**src/rtl/tcpq_pkg.sv**
```systemverilog
// ----------------------------------------------------------------------------
// tcpq_pkg: shared types and codes of the three-class priority queue
// Word formats of both channels, the command that passes from the front
// end to the back end, and the status, class and operation codes.
// ----------------------------------------------------------------------------
package tcpq_pkg;

  localparam int NUM_CLASSES = 3;

  // Depth of the command queue between the front and the back end.
  localparam int CMD_QUEUE_DEPTH = 2;
  localparam int QPTR_W          = $clog2(CMD_QUEUE_DEPTH);
  localparam int QCNT_W          = $clog2(CMD_QUEUE_DEPTH + 1);

  // Operation codes.
  localparam logic OP_ENQUEUE = 1'b0;
  localparam logic OP_SERVE   = 1'b1;

  // Class codes.
  localparam logic [1:0] CLS_NORMAL       = 2'd0;
  localparam logic [1:0] CLS_PREFERENTIAL = 2'd1;
  localparam logic [1:0] CLS_URGENT       = 2'd2;
  localparam logic [1:0] CLS_OVERRANGE    = 2'd3;

  // Status codes.
  localparam logic [2:0] ST_ENQUEUED = 3'd0;
  localparam logic [2:0] ST_SERVED   = 3'd1;
  localparam logic [2:0] ST_EMPTY    = 3'd2;
  localparam logic [2:0] ST_FULL     = 3'd3;
  localparam logic [2:0] ST_BAD_AGE  = 3'd4;

  typedef struct packed {
    logic        op;
    logic [1:0]  queue_class;
    logic [31:0] entry_tag;
    logic [7:0]  entry_age;
    logic [31:0] arrival_time;
    logic [31:0] now_time;
  } in_word_t;

  typedef struct packed {
    logic [2:0]  status;
    logic [1:0]  served_class;
    logic [31:0] served_tag;
    logic [7:0]  served_age;
    logic [31:0] served_arrival;
    logic [31:0] service_time;
  } out_word_t;

  // Command kinds after classification by the front end.
  typedef enum logic [1:0] {
    CMD_ENQ,
    CMD_SERVE,
    CMD_BAD_AGE
  } cmd_kind_t;

  typedef struct packed {
    cmd_kind_t   kind;
    logic [1:0]  cls;
    logic [31:0] tag;
    logic [7:0]  age;
    logic [31:0] arrival;
    logic [31:0] now;
  } cmd_t;

endpackage

```
**src/rtl/tcpq_front.sv**
```systemverilog
// ----------------------------------------------------------------------------
// tcpq_front: input acceptance, classification and command queue
// Takes input words, sorts them into enqueue, serve and bad-age commands,
// and holds them in a short queue until the back end takes them.
// ----------------------------------------------------------------------------
module tcpq_front
  import tcpq_pkg::*;
(
  input  logic     clk,
  input  logic     rst,
  input  logic     in_valid,
  output logic     in_stall,
  input  in_word_t in_word,
  output logic     cmd_valid,
  input  logic     cmd_take,
  output cmd_t     cmd
);

  cmd_t              q [CMD_QUEUE_DEPTH];
  logic [QPTR_W-1:0] wr_ptr;
  logic [QPTR_W-1:0] rd_ptr;
  logic [QCNT_W-1:0] count;
  logic              push;
  logic              pop;
  cmd_t              new_cmd;

  assign in_stall  = (count == QCNT_W'(CMD_QUEUE_DEPTH));
  assign cmd_valid = (count != '0);
  assign push      = in_valid && !in_stall;
  assign pop       = cmd_take && cmd_valid;
  assign cmd       = q[rd_ptr];

  // Class three folds into urgent; a zero age on an enqueue is caught here so
  // the back end never looks at the store for it.
  always_comb begin
    new_cmd.cls     = (in_word.queue_class == CLS_OVERRANGE) ? CLS_URGENT
                                                             : in_word.queue_class;
    new_cmd.tag     = in_word.entry_tag;
    new_cmd.age     = in_word.entry_age;
    new_cmd.arrival = in_word.arrival_time;
    new_cmd.now     = in_word.now_time;
    if (in_word.op == OP_SERVE) begin
      new_cmd.kind = CMD_SERVE;
    end else if (in_word.entry_age == 8'd0) begin
      new_cmd.kind = CMD_BAD_AGE;
    end else begin
      new_cmd.kind = CMD_ENQ;
    end
  end

  always_ff @(posedge clk) begin
    if (push) begin
      q[wr_ptr] <= new_cmd;
    end
  end

  always_ff @(posedge clk) begin
    if (rst) begin
      wr_ptr <= '0;
      rd_ptr <= '0;
      count  <= '0;
    end else begin
      if (push) begin
        wr_ptr <= (wr_ptr == QPTR_W'(CMD_QUEUE_DEPTH - 1)) ? '0 : wr_ptr + 1'b1;
      end
      if (pop) begin
        rd_ptr <= (rd_ptr == QPTR_W'(CMD_QUEUE_DEPTH - 1)) ? '0 : rd_ptr + 1'b1;
      end
      case ({push, pop})
        2'b10:   count <= count + 1'b1;
        2'b01:   count <= count - 1'b1;
        default: count <= count;
      endcase
    end
  end

endmodule

```
**src/rtl/tcpq_back.sv**
```systemverilog
// ----------------------------------------------------------------------------
// tcpq_back: queue pointers, entry memory and result register
// Carries out one command at a time against the three class queues and
// places its result word in the output register.
// ----------------------------------------------------------------------------
module tcpq_back
  import tcpq_pkg::*;
#(
  parameter int QUEUE_DEPTH = 16
)
(
  input  logic      clk,
  input  logic      rst,
  input  logic      cmd_valid,
  output logic      cmd_take,
  input  cmd_t      cmd,
  output logic      out_valid,
  input  logic      out_stall,
  output out_word_t out_word
);

  localparam int IDX_W     = $clog2(QUEUE_DEPTH);
  localparam int CNT_W     = $clog2(QUEUE_DEPTH + 1);
  localparam int MEM_DEPTH = NUM_CLASSES * QUEUE_DEPTH;
  localparam int ADDR_W    = $clog2(MEM_DEPTH);

  typedef enum logic {
    S_IDLE,
    S_READ
  } state_t;

  typedef struct packed {
    logic [31:0] tag;
    logic [7:0]  age;
    logic [31:0] arrival;
  } slot_t;

  state_t            state;
  logic [IDX_W-1:0]  head [NUM_CLASSES];
  logic [IDX_W-1:0]  tail [NUM_CLASSES];
  logic [CNT_W-1:0]  fill [NUM_CLASSES];
  slot_t             mem  [MEM_DEPTH];
  slot_t             rd_slot;
  logic [1:0]        serve_cls;
  logic [31:0]       serve_now;

  logic              out_free;
  logic              enq_full;
  logic              mem_we;
  logic              mem_re;
  logic              srv_hit;
  logic [1:0]        srv_cls;
  logic [ADDR_W-1:0] wr_addr;
  logic [ADDR_W-1:0] rd_addr;
  out_word_t         idle_word;

  function automatic logic [IDX_W-1:0] next_slot(input logic [IDX_W-1:0] idx);
    next_slot = (idx == IDX_W'(QUEUE_DEPTH - 1)) ? '0 : idx + 1'b1;
  endfunction

  always_comb begin
    out_free = !out_valid || !out_stall;
    cmd_take = (state == S_IDLE) && cmd_valid && out_free;
    enq_full = (fill[cmd.cls] == CNT_W'(QUEUE_DEPTH));

    // Strict priority: urgent, then preferential, then normal.
    srv_hit = 1'b1;
    if (fill[CLS_URGENT] != '0) begin
      srv_cls = CLS_URGENT;
    end else if (fill[CLS_PREFERENTIAL] != '0) begin
      srv_cls = CLS_PREFERENTIAL;
    end else begin
      srv_cls = CLS_NORMAL;
      srv_hit = (fill[CLS_NORMAL] != '0);
    end

    mem_we  = cmd_take && (cmd.kind == CMD_ENQ) && !enq_full;
    mem_re  = cmd_take && (cmd.kind == CMD_SERVE) && srv_hit;
    wr_addr = ADDR_W'(QUEUE_DEPTH) * ADDR_W'(cmd.cls) + ADDR_W'(tail[cmd.cls]);
    rd_addr = ADDR_W'(QUEUE_DEPTH) * ADDR_W'(srv_cls) + ADDR_W'(head[srv_cls]);

    // Result of every command that finishes without a memory read.
    idle_word = '0;
    case (cmd.kind)
      CMD_BAD_AGE: idle_word.status = ST_BAD_AGE;
      CMD_ENQ:     idle_word.status = enq_full ? ST_FULL : ST_ENQUEUED;
      CMD_SERVE:   idle_word.status = ST_EMPTY;
      default:     idle_word.status = ST_EMPTY;
    endcase
  end

  always_ff @(posedge clk) begin
    if (mem_we) begin
      mem[wr_addr] <= '{tag: cmd.tag, age: cmd.age, arrival: cmd.arrival};
    end
    if (mem_re) begin
      rd_slot <= mem[rd_addr];
    end
  end

  always_ff @(posedge clk) begin
    if (rst) begin
      state     <= S_IDLE;
      out_valid <= 1'b0;
      for (int c = 0; c < NUM_CLASSES; c++) begin
        head[c] <= '0;
        tail[c] <= '0;
        fill[c] <= '0;
      end
    end else begin
      case (state)
        S_IDLE: begin
          if (cmd_take && !mem_re) begin
            if (mem_we) begin
              tail[cmd.cls] <= next_slot(tail[cmd.cls]);
              fill[cmd.cls] <= fill[cmd.cls] + 1'b1;
            end
            out_valid <= 1'b1;
            out_word  <= idle_word;
          end else begin
            // The result register empties once its word is taken.
            if (out_valid && !out_stall) begin
              out_valid <= 1'b0;
            end
            if (mem_re) begin
              head[srv_cls] <= next_slot(head[srv_cls]);
              fill[srv_cls] <= fill[srv_cls] - 1'b1;
              serve_cls     <= srv_cls;
              serve_now     <= cmd.now;
              state         <= S_READ;
            end
          end
        end
        S_READ: begin
          out_valid <= 1'b1;
          out_word  <= '{status:         ST_SERVED,
                         served_class:   serve_cls,
                         served_tag:     rd_slot.tag,
                         served_age:     rd_slot.age,
                         served_arrival: rd_slot.arrival,
                         service_time:   serve_now};
          state     <= S_IDLE;
        end
        default: state <= S_IDLE;
      endcase
    end
  end

  // No class ever holds more entries than its queue has slots.
  a_fill_bound: assert property (@(posedge clk) disable iff (rst)
    fill[CLS_NORMAL] <= CNT_W'(QUEUE_DEPTH) &&
    fill[CLS_PREFERENTIAL] <= CNT_W'(QUEUE_DEPTH) &&
    fill[CLS_URGENT] <= CNT_W'(QUEUE_DEPTH))
    else $error("class fill count beyond queue depth");

  // A serve read only starts once the previous result has left.
  a_read_slot_free: assert property (@(posedge clk) disable iff (rst)
    (state == S_READ) |-> !out_valid)
    else $error("serve read while result register occupied");

  // The read cycle always ends in a served result word.
  a_read_result: assert property (@(posedge clk) disable iff (rst)
    (state == S_READ) |=> (out_valid && out_word.status == ST_SERVED &&
                           state == S_IDLE))
    else $error("serve read did not produce a served word");

  // An entry is only written into a class that has room.
  a_write_room: assert property (@(posedge clk) disable iff (rst)
    mem_we |-> (fill[cmd.cls] < CNT_W'(QUEUE_DEPTH) && cmd.cls != CLS_OVERRANGE))
    else $error("entry written into a full or invalid class");

endmodule

```
**src/rtl/three_class_priority_queue.sv**
```systemverilog
// ----------------------------------------------------------------------------
// three_class_priority_queue: strict-priority queue with three FIFO classes
// Top level joining the classifying front end and the queue back end.
// ----------------------------------------------------------------------------
// The block keeps three FIFO queues of QUEUE_DEPTH entries each (normal,
// preferential and urgent). Each input word either enqueues an entry (tag,
// age, arrival time) into a class or serves the oldest entry of the highest
// non-empty class, and every input word yields exactly one result word. A
// zero age is rejected before fullness is checked, class three is treated
// as urgent, and a serve with all queues empty reports so and changes
// nothing. The front end accepts and classifies words into a two-word
// command queue, so the input keeps flowing while the back end works or the
// output is stalled, until that queue fills. In the back end, enqueues,
// rejected words and empty serves need no memory read; a serve that finds
// an entry also passes a read state, as the entry memory (three times
// QUEUE_DEPTH words) has a registered read port, and blocks new commands
// meanwhile. Enqueues run at one word per cycle unless the output stalls.
// Entry memory needs no clearing at reset; only written entries are read.
// ----------------------------------------------------------------------------
module three_class_priority_queue
  import tcpq_pkg::*;
#(
  parameter int QUEUE_DEPTH = 16
)
(
  input  logic      clk,
  input  logic      rst,
  input  logic      in_valid,
  output logic      in_stall,
  input  in_word_t  in_word,
  output logic      out_valid,
  input  logic      out_stall,
  output out_word_t out_word
);

  logic cmd_valid;
  logic cmd_take;
  cmd_t cmd;

  // Front end: accepts words and queues classified commands.
  tcpq_front u_front (
    .clk       (clk),
    .rst       (rst),
    .in_valid  (in_valid),
    .in_stall  (in_stall),
    .in_word   (in_word),
    .cmd_valid (cmd_valid),
    .cmd_take  (cmd_take),
    .cmd       (cmd)
  );

  // Back end: owns the class pointers, the entry memory and the result.
  tcpq_back #(
    .QUEUE_DEPTH (QUEUE_DEPTH)
  ) u_back (
    .clk       (clk),
    .rst       (rst),
    .cmd_valid (cmd_valid),
    .cmd_take  (cmd_take),
    .cmd       (cmd),
    .out_valid (out_valid),
    .out_stall (out_stall),
    .out_word  (out_word)
  );

endmodule
```
**config.mk**
```make
export PLATFORM = sky130hd
export DESIGN_NAME = three_class_priority_queue
export DESIGN_NICKNAME = d
export VERILOG_FILES = /design/src/rtl/tcpq_pkg.sv /design/src/rtl/tcpq_front.sv /design/src/rtl/tcpq_back.sv /design/src/rtl/three_class_priority_queue.sv
export SDC_FILE = /design/constraint.sdc
export NUM_CORES = 2
export LEC_CHECK = 0
export ABC_AREA = 1
export BUFFER_PORTS_ARGS = -buffer_cell sky130_fd_sc_hd__buf_4
export CAP_MARGIN = 10
export CORE_UTILIZATION = 37
export DETAILED_ROUTE_END_ITERATION = 7
export GPL_TIMING_DRIVEN = 1
export PLACE_DENSITY = 0.55
export REMOVE_ABC_BUFFERS = 1
export SYNTH_ARGS = -nofsm -noshare
export SYNTH_HDL_FRONTEND = slang
export SYNTH_SLANG_ARGS = --single-unit
```
**constraint.sdc**
```tcl
create_clock -name clk -period 16.8 [get_ports clk]
set_input_delay 1.68 -clock clk [delete_from_list [all_inputs] [get_ports clk]]
set_output_delay 1.68 -clock clk [all_outputs]
set_load 0.05 [all_outputs]
```
* Word-level counts from Yosys, hierarchy flattened
Memories as Yosys holds them, arrays and structs flattened. A register that Yosys moved wholly into a read port is not among the register bits. Index checks and enable logic that the tools add are counted.
Word-level totals: flip-flop bits (word level) 149, bits in latches 0, RAM bits 3711, bits in read-only memories 0, input port bits 111, output and inout bits 111, word-level logic and storage cells 120, memories kept 5
Memories:
- u_back.mem | words 48, width 72, rd ports 1, clocked after Yosys merged registers in 1, wr ports 1, line tcpq_back.sv:42 | slot_t mem [MEM_DEPTH];
- u_front.q | words 2, width 108, rd ports 1, clocked after Yosys merged registers in 1, wr ports 1, line tcpq_front.sv:19 | cmd_t q [CMD_QUEUE_DEPTH];
- u_back.fill | words 3, width 5, rd ports 5, clocked after Yosys merged registers in 0, wr ports 3, line tcpq_back.sv:41 | logic [CNT_W-1:0] fill [NUM_CLASSES];
- u_back.head | words 3, width 4, rd ports 1, clocked after Yosys merged registers in 0, wr ports 3, line tcpq_back.sv:39 | logic [IDX_W-1:0] head [NUM_CLASSES];
- u_back.tail | words 3, width 4, rd ports 1, clocked after Yosys merged registers in 0, wr ports 3, line tcpq_back.sv:40 | logic [IDX_W-1:0] tail [NUM_CLASSES];
Operators by class: $add $sub $neg 10, $mul 0, divide/modulo/power cells 0, order comparisons 0, eq/ne operators 11, shift-type cells 0, mux-type cells 49, bitwise logic cells 3, reductions and logical operators 29
Operator list (number):
- $pmux W109 S2 | 1
- $mux W109 | 1
- $mux W1 | 28
- $mux W2 | 9
- $mux W4 | 4
- $reduce_bool A5 Y1 | 3
- $add A6 B4 Y6 | 2
- $logic_and A1 B1 Y1 | 10
- $mux W5 | 2
- $reduce_or A5 Y1 | 2
- $add A4 B1 Y4 const B | 2
- $eq A2 B2 Y1 const B | 4
- $eq A4 B4 Y1 const B | 2
- $logic_not A8 Y1 | 1
- $reduce_or A4 Y1 | 2
- $pmux W3 S2 | 1
- $add A5 B1 Y5 const B | 1
- $eq A5 B5 Y1 const B | 1
- $logic_not A1 Y1 | 5
- $sub A5 B1 Y5 const B | 1
- $eq A2 B1 Y1 const B | 2
- $pmux W1 S2 | 2
- $pmux W2 S2 | 1
- $reduce_and A4 Y1 | 1
- other kinds (10) | 14

* Logic depth before layout (Yosys ltp)
depth after elaboration 14, depth in mapped cells 17, gate-level depth less buffers 15

* Cells and area by module
From an unflattened synthesis, not the netlist that was laid out.
Second synthesis, totals: cell total of the unflattened synthesis 12872, area total of the unflattened synthesis 160625.3 µm²
Modules (own cells, without submodules):
- tcpq_back | instances 1, cells an instance 12487, area an instance 152480.0 µm², sequential area each 111717.1 µm²
- tcpq_front | instances 1, cells an instance 385, area an instance 8145.3 µm², sequential area each 6586.3 µm²

* Least setup slack after synthesis
No wires, ideal clock.
path kind input -> register, from in out_stall, to reg u_back.out_word[0] (netlist name), library setup time 0.614 ns, arrival time 7.386 ns, data required time 16.186 ns, path slack 8.800 ns, cell stages on the path 6, buffers on the path 0, path through nand2_1 -> nand3_1 -> nor3_1 -> nand2_1 -> nand2_1 -> a21oi_1
Between the ends: word-level cells in the longest chain between the ends 9
Ends and longest elaborated chain:
- start, declared | line three_class_priority_queue.sv:32 | input logic out_stall,
- $logic_not A1 Y1 (*) | line tcpq_back.sv:62 | out_free = !out_valid || !out_stall;
- $logic_or A1 B1 Y1 (*) | line tcpq_back.sv:62
- $logic_and A1 B1 Y1 (*) | line tcpq_back.sv:63 | cmd_take = (state == S_IDLE) && cmd_valid && out_free;
- $logic_and A1 B1 Y1 (2 in series) | line tcpq_back.sv:78 | mem_re = cmd_take && (cmd.kind == CMD_SERVE) && srv_hit;
- $logic_not A1 Y1 | line tcpq_back.sv:113 | if (cmd_take && !mem_re) begin
- $logic_and A1 B1 Y1 (*) | line tcpq_back.sv:113
- $ne A2 B2 Y1 (no source line) (*)
- $reduce_and A2 Y1 (no source line) (*)
Every way passes the cells marked *; elsewhere a longest branch is shown, timed or not. A chain may end at the register's enable or synchronous reset.

==> results by group <==
Clocking
  – Reg clk slew, reported paths: approximately 0.06 ns
  – Clk_lat worst skew: 1.00 ns
  – Postcts setup bufs: 0
  – Hold Buf Count CTS: 0
  – Clk sink count: 3,942
  – TritonCTS buffer count: about 430
  – Post-cts gate resize count: 0
  – CTS H-tree depth: 5
  – CTS root buf: clkbuf_16
  – Clock Path Buffers: 4
  – CTS tree: built

Timing
  – Final Cycle Share: about two fifths
  – Max Slew Vio Count: 0
  – Max_slew headroom: between 10% and 20%
  – Clock Skew: 0.0501 ns
  – RSZ-0062 raised after global routing: false
  – Final hold violation count: 0
  – Setup violations, final: 0
  – Least-Margin Pin Slew: approximately 1.3 ns
  – Minimum clock period: 6.71 ns
  – Hold Slack: 0.459 ns
  – Setup_tns: 0 ns
  – Max frequency: about 150 MHz

Worst setup path
  – Critical-path cell list: nor2_2 -> nand2_2 -> nor2_8 -> nand3_2 -> buf_4 -> nand3_4 -> buf_12 -> buf_4 -> buf_12 -> buf_12 -> buf_4 -> nand2_1 -> o211ai_1 -> nand3_1 -> nand3_1 -> nand2_1 -> nand2_1 -> nand3_1
  – Crit path max-delay family: buffers and inverters
  – CP max stage delay: between 0.8 and 0.9 ns
  – Cells on worst reg2reg path: 18
  – Flop2flop setup slack: 10.09 ns
  – CP Max Fanout: 214
  – Kind of critical path: reg2reg
  – Worst endpoint required time: 17.48 ns
  – CP Buf/Inv Count: 6
  – CP max stage cell: buf_4
  – Crit path from: u_back.fill[2][0]
  – R2r endpoint: u_back.rd_slot[24]
  – Startpoint types: register
  – Worst reg2reg path startpoint: u_back.fill[2][0]
  – CP Data Arrival Time: 7.39 ns
  – CP endpoint kind: register

Layout
  – Layout net count: 13,532
  – Share of cells above drive strength 1: 8.23%
  – Final Core Density: between 40% and 50%
  – Final cell count without fillers: 19,474
  – Final Cell Area: approximately 180,000 um^2
  – Area Growth Syn to Fin: 13.2%

Run status
  – Status: finished clean

Routing
  – DR iter-0 viols: 11,363
  – Total number of vias: just over 100k
  – Vias/cell: 5.22
  – Routed Antenna Nets: 0
  – Routed Wire Length: 486,000 um
  – DRT Pass-1 Iters: 7
  – DRC: 0
  – Wirelength per Cell: 24.9 um

Floorplanning
  – Row cnt: 241
  – Die extent in x: roughly 660 um
  – # IOs: 222
  – Initial core utilization: 37.2%
  – Chip Height: 661 um
  – Die Area: 437,000 um^2
  – Total core area: 432,000 um^2

Synth
  – Main flop type after synthesis: edfxtp_1
  – EDFF count, synth: 3,935
  – Largest area contributor in the netlist: edfxtp_1
  – Share of synthesized registers carrying an async set or reset: 0%
  – Post-synthesis cell area: about 160,000 um^2
  – Sequential area share after synthesis: 73.6%
  – Yosys top cell area share: between 70% and 80%
  – Synth unique cells: 40
  – Largest cells by area after synthesis: edfxtp_1, nand2_1, nand3_1
  – Most common cell in the synthesized netlist: edfxtp_1
  – Synth Instances: 13,300
  – Yosys Warn Count: 0
  – Synth top cells by count: edfxtp_1, nand2_1, inv_1
  – Avg Cell Area, Syn: 12.1 um^2
  – Synth Register Bits: 3,942

Global route
  – Total track usage: 21.7%
  – Initial antenna violation count: 12
  – Vias in the first global route: 96,285
  – GRT overflow: 0
  – Largest net degree at the start of global routing: 226
  – Global-route wire length before repair: 693,000 um

Placement
  – GPL Wtd Cong: between 0.7 and 0.8
  – Post-DP Area: 168,000 um^2
  – Placed insts: 18,698
  – IO Port Bufs: about 220
  – DP Wirelength: 234,000 um

Power and ir drop
  – Leak: 0.0681 uW
  – VDD IR max: 0.118 mV
  – PwrDens: around 150 nW/um^2

Worst hold path
  – Hold path startpoint: u_front.rd_ptr
  – Hold Crit Class: reg2reg
  – Hold path depth: 1

Flow run
  – MaxCap Viol Count: 0
-- per-layer routing --
layer / GRT usage [%] / part of all wire, % / vias up
met2: 36.6 / 48 / 3673
met4: 6.19 / 3.1 / 0
met1: 29.5 / 42 / 50836
met5: 0 / 0 / -
li1: - / - / 46392
met3: 2.68 / 6.5 / 772
-- worst register-to-register path: stages (launching register included) --
cell,delay [ns]
edfxtp_1,0.42
nor2_2,0.22
nand2_2,0.12
nor2_8,0.17
nand3_2,0.08
buf_4,0.26
nand3_4,0.56
buf_12,0.61
buf_4,0.72
buf_12,0.61
buf_12,0.75
buf_4,1.13
nand2_1,0.23
o211ai_1,0.14
nand3_1,0.10
nand3_1,0.10
nand2_1,0.08
nand2_1,0.07
nand3_1,0.09
-- worst max path at each step --
| stage | to | depth (start not counted) |
|---|---|---|
| 2_1_floorplan | u_back.head[2][0] | 12 |
| 4_1_cts | u_back.rd_slot[65] | 18 |
| 3_3_place_gp | u_back.rd_slot[45] | 18 |
| 6_report | u_back.rd_slot[24] | 18 |
| 5_1_grt | u_back.rd_slot[45] | 18 |
| 3_5_place_dp | u_back.rd_slot[65] | 18 |
-- where the power goes --
group	internal, uW	switching (uW)	total (uW)
sequential	12400	110	12500
clock	5160	3920	9070
combinational	1250	4400	5650
-- cells in the final DEF, fill, tap and decap left out, types with 6 or more instances in the layout --
master	n
nand4_1	33
o21ai_1	17
nand3_1	1648
clkbuf_16	433
clkbuf_1	103
nand2_2	22
clkinv_16	9
clkinv_2	59
o211ai_1	828
inv_6	7
ha_1	6
o21ai_0	520
clkinv_1	111
clkinvlp_4	10
nand2_1	2811
edfxtp_1	3935
nor2_1	644
inv_1	1739
bufinv_16	28
clkinv_4	7
buf_4	445
buf_12	28
a21oi_1	196
nor2_4	53
-- flip-flops by register name, summed over array words and instances, names as in the netlist, named ones only --
signal	flops
u_back.fill	20
u_back.head	12
u_back.mem	3456
u_back.out_valid	1
u_back.out_word	109
u_back.rd_slot	72
u_back.serve_cls	2
u_back.serve_now	32
u_back.state	1
u_back.tail	16
u_front.count	2
u_front.q	216
u_front.rd_ptr	1
u_front.wr_ptr	1
-- kinds of logic (layout without fill, tap and decap cells) --
kind of cell | count (synthesis) | after routing | share of synthesized area [%]
other | 0 | 5 | 0
AND/OR/NAND/NOR | 5238 | 5238 | 13.6
adder cells (fa/ha/maj) | 6 | 6 | 0.0467
AO/OA/AOI/OAI | 1577 | 1577 | 6.23
XOR/XNOR | 3 | 3 | 0.0164
buffers and inverters | 2534 | 2993 | 6.44
flip-flops | 3942 | 3942 | 73.6
-- per-stage QoR --
stage	power, uW	setup slack (ns)
finish	27200	10.09
global route	28300	9.50
CTS	27400	10.05
detailed placement	18300	10.05
global placement	18300	10.11
floorplan	18900	-80.75
-- cell type report --
cell class / instances / area (um^2)
diodes: 5 / 12.5
clock buffers: 537 / 11200
clock inverters: 234 / 2110
fillers: 39770 / 250000
inverters: 1749 / 6610
multi-input cells: 6824 / 32500
flip-flops and latches: 3942 / 118000
well taps: 5710 / 7140
repair buffers: 473 / 3900
No activity file was read; power rests on OpenSTA's default activity.
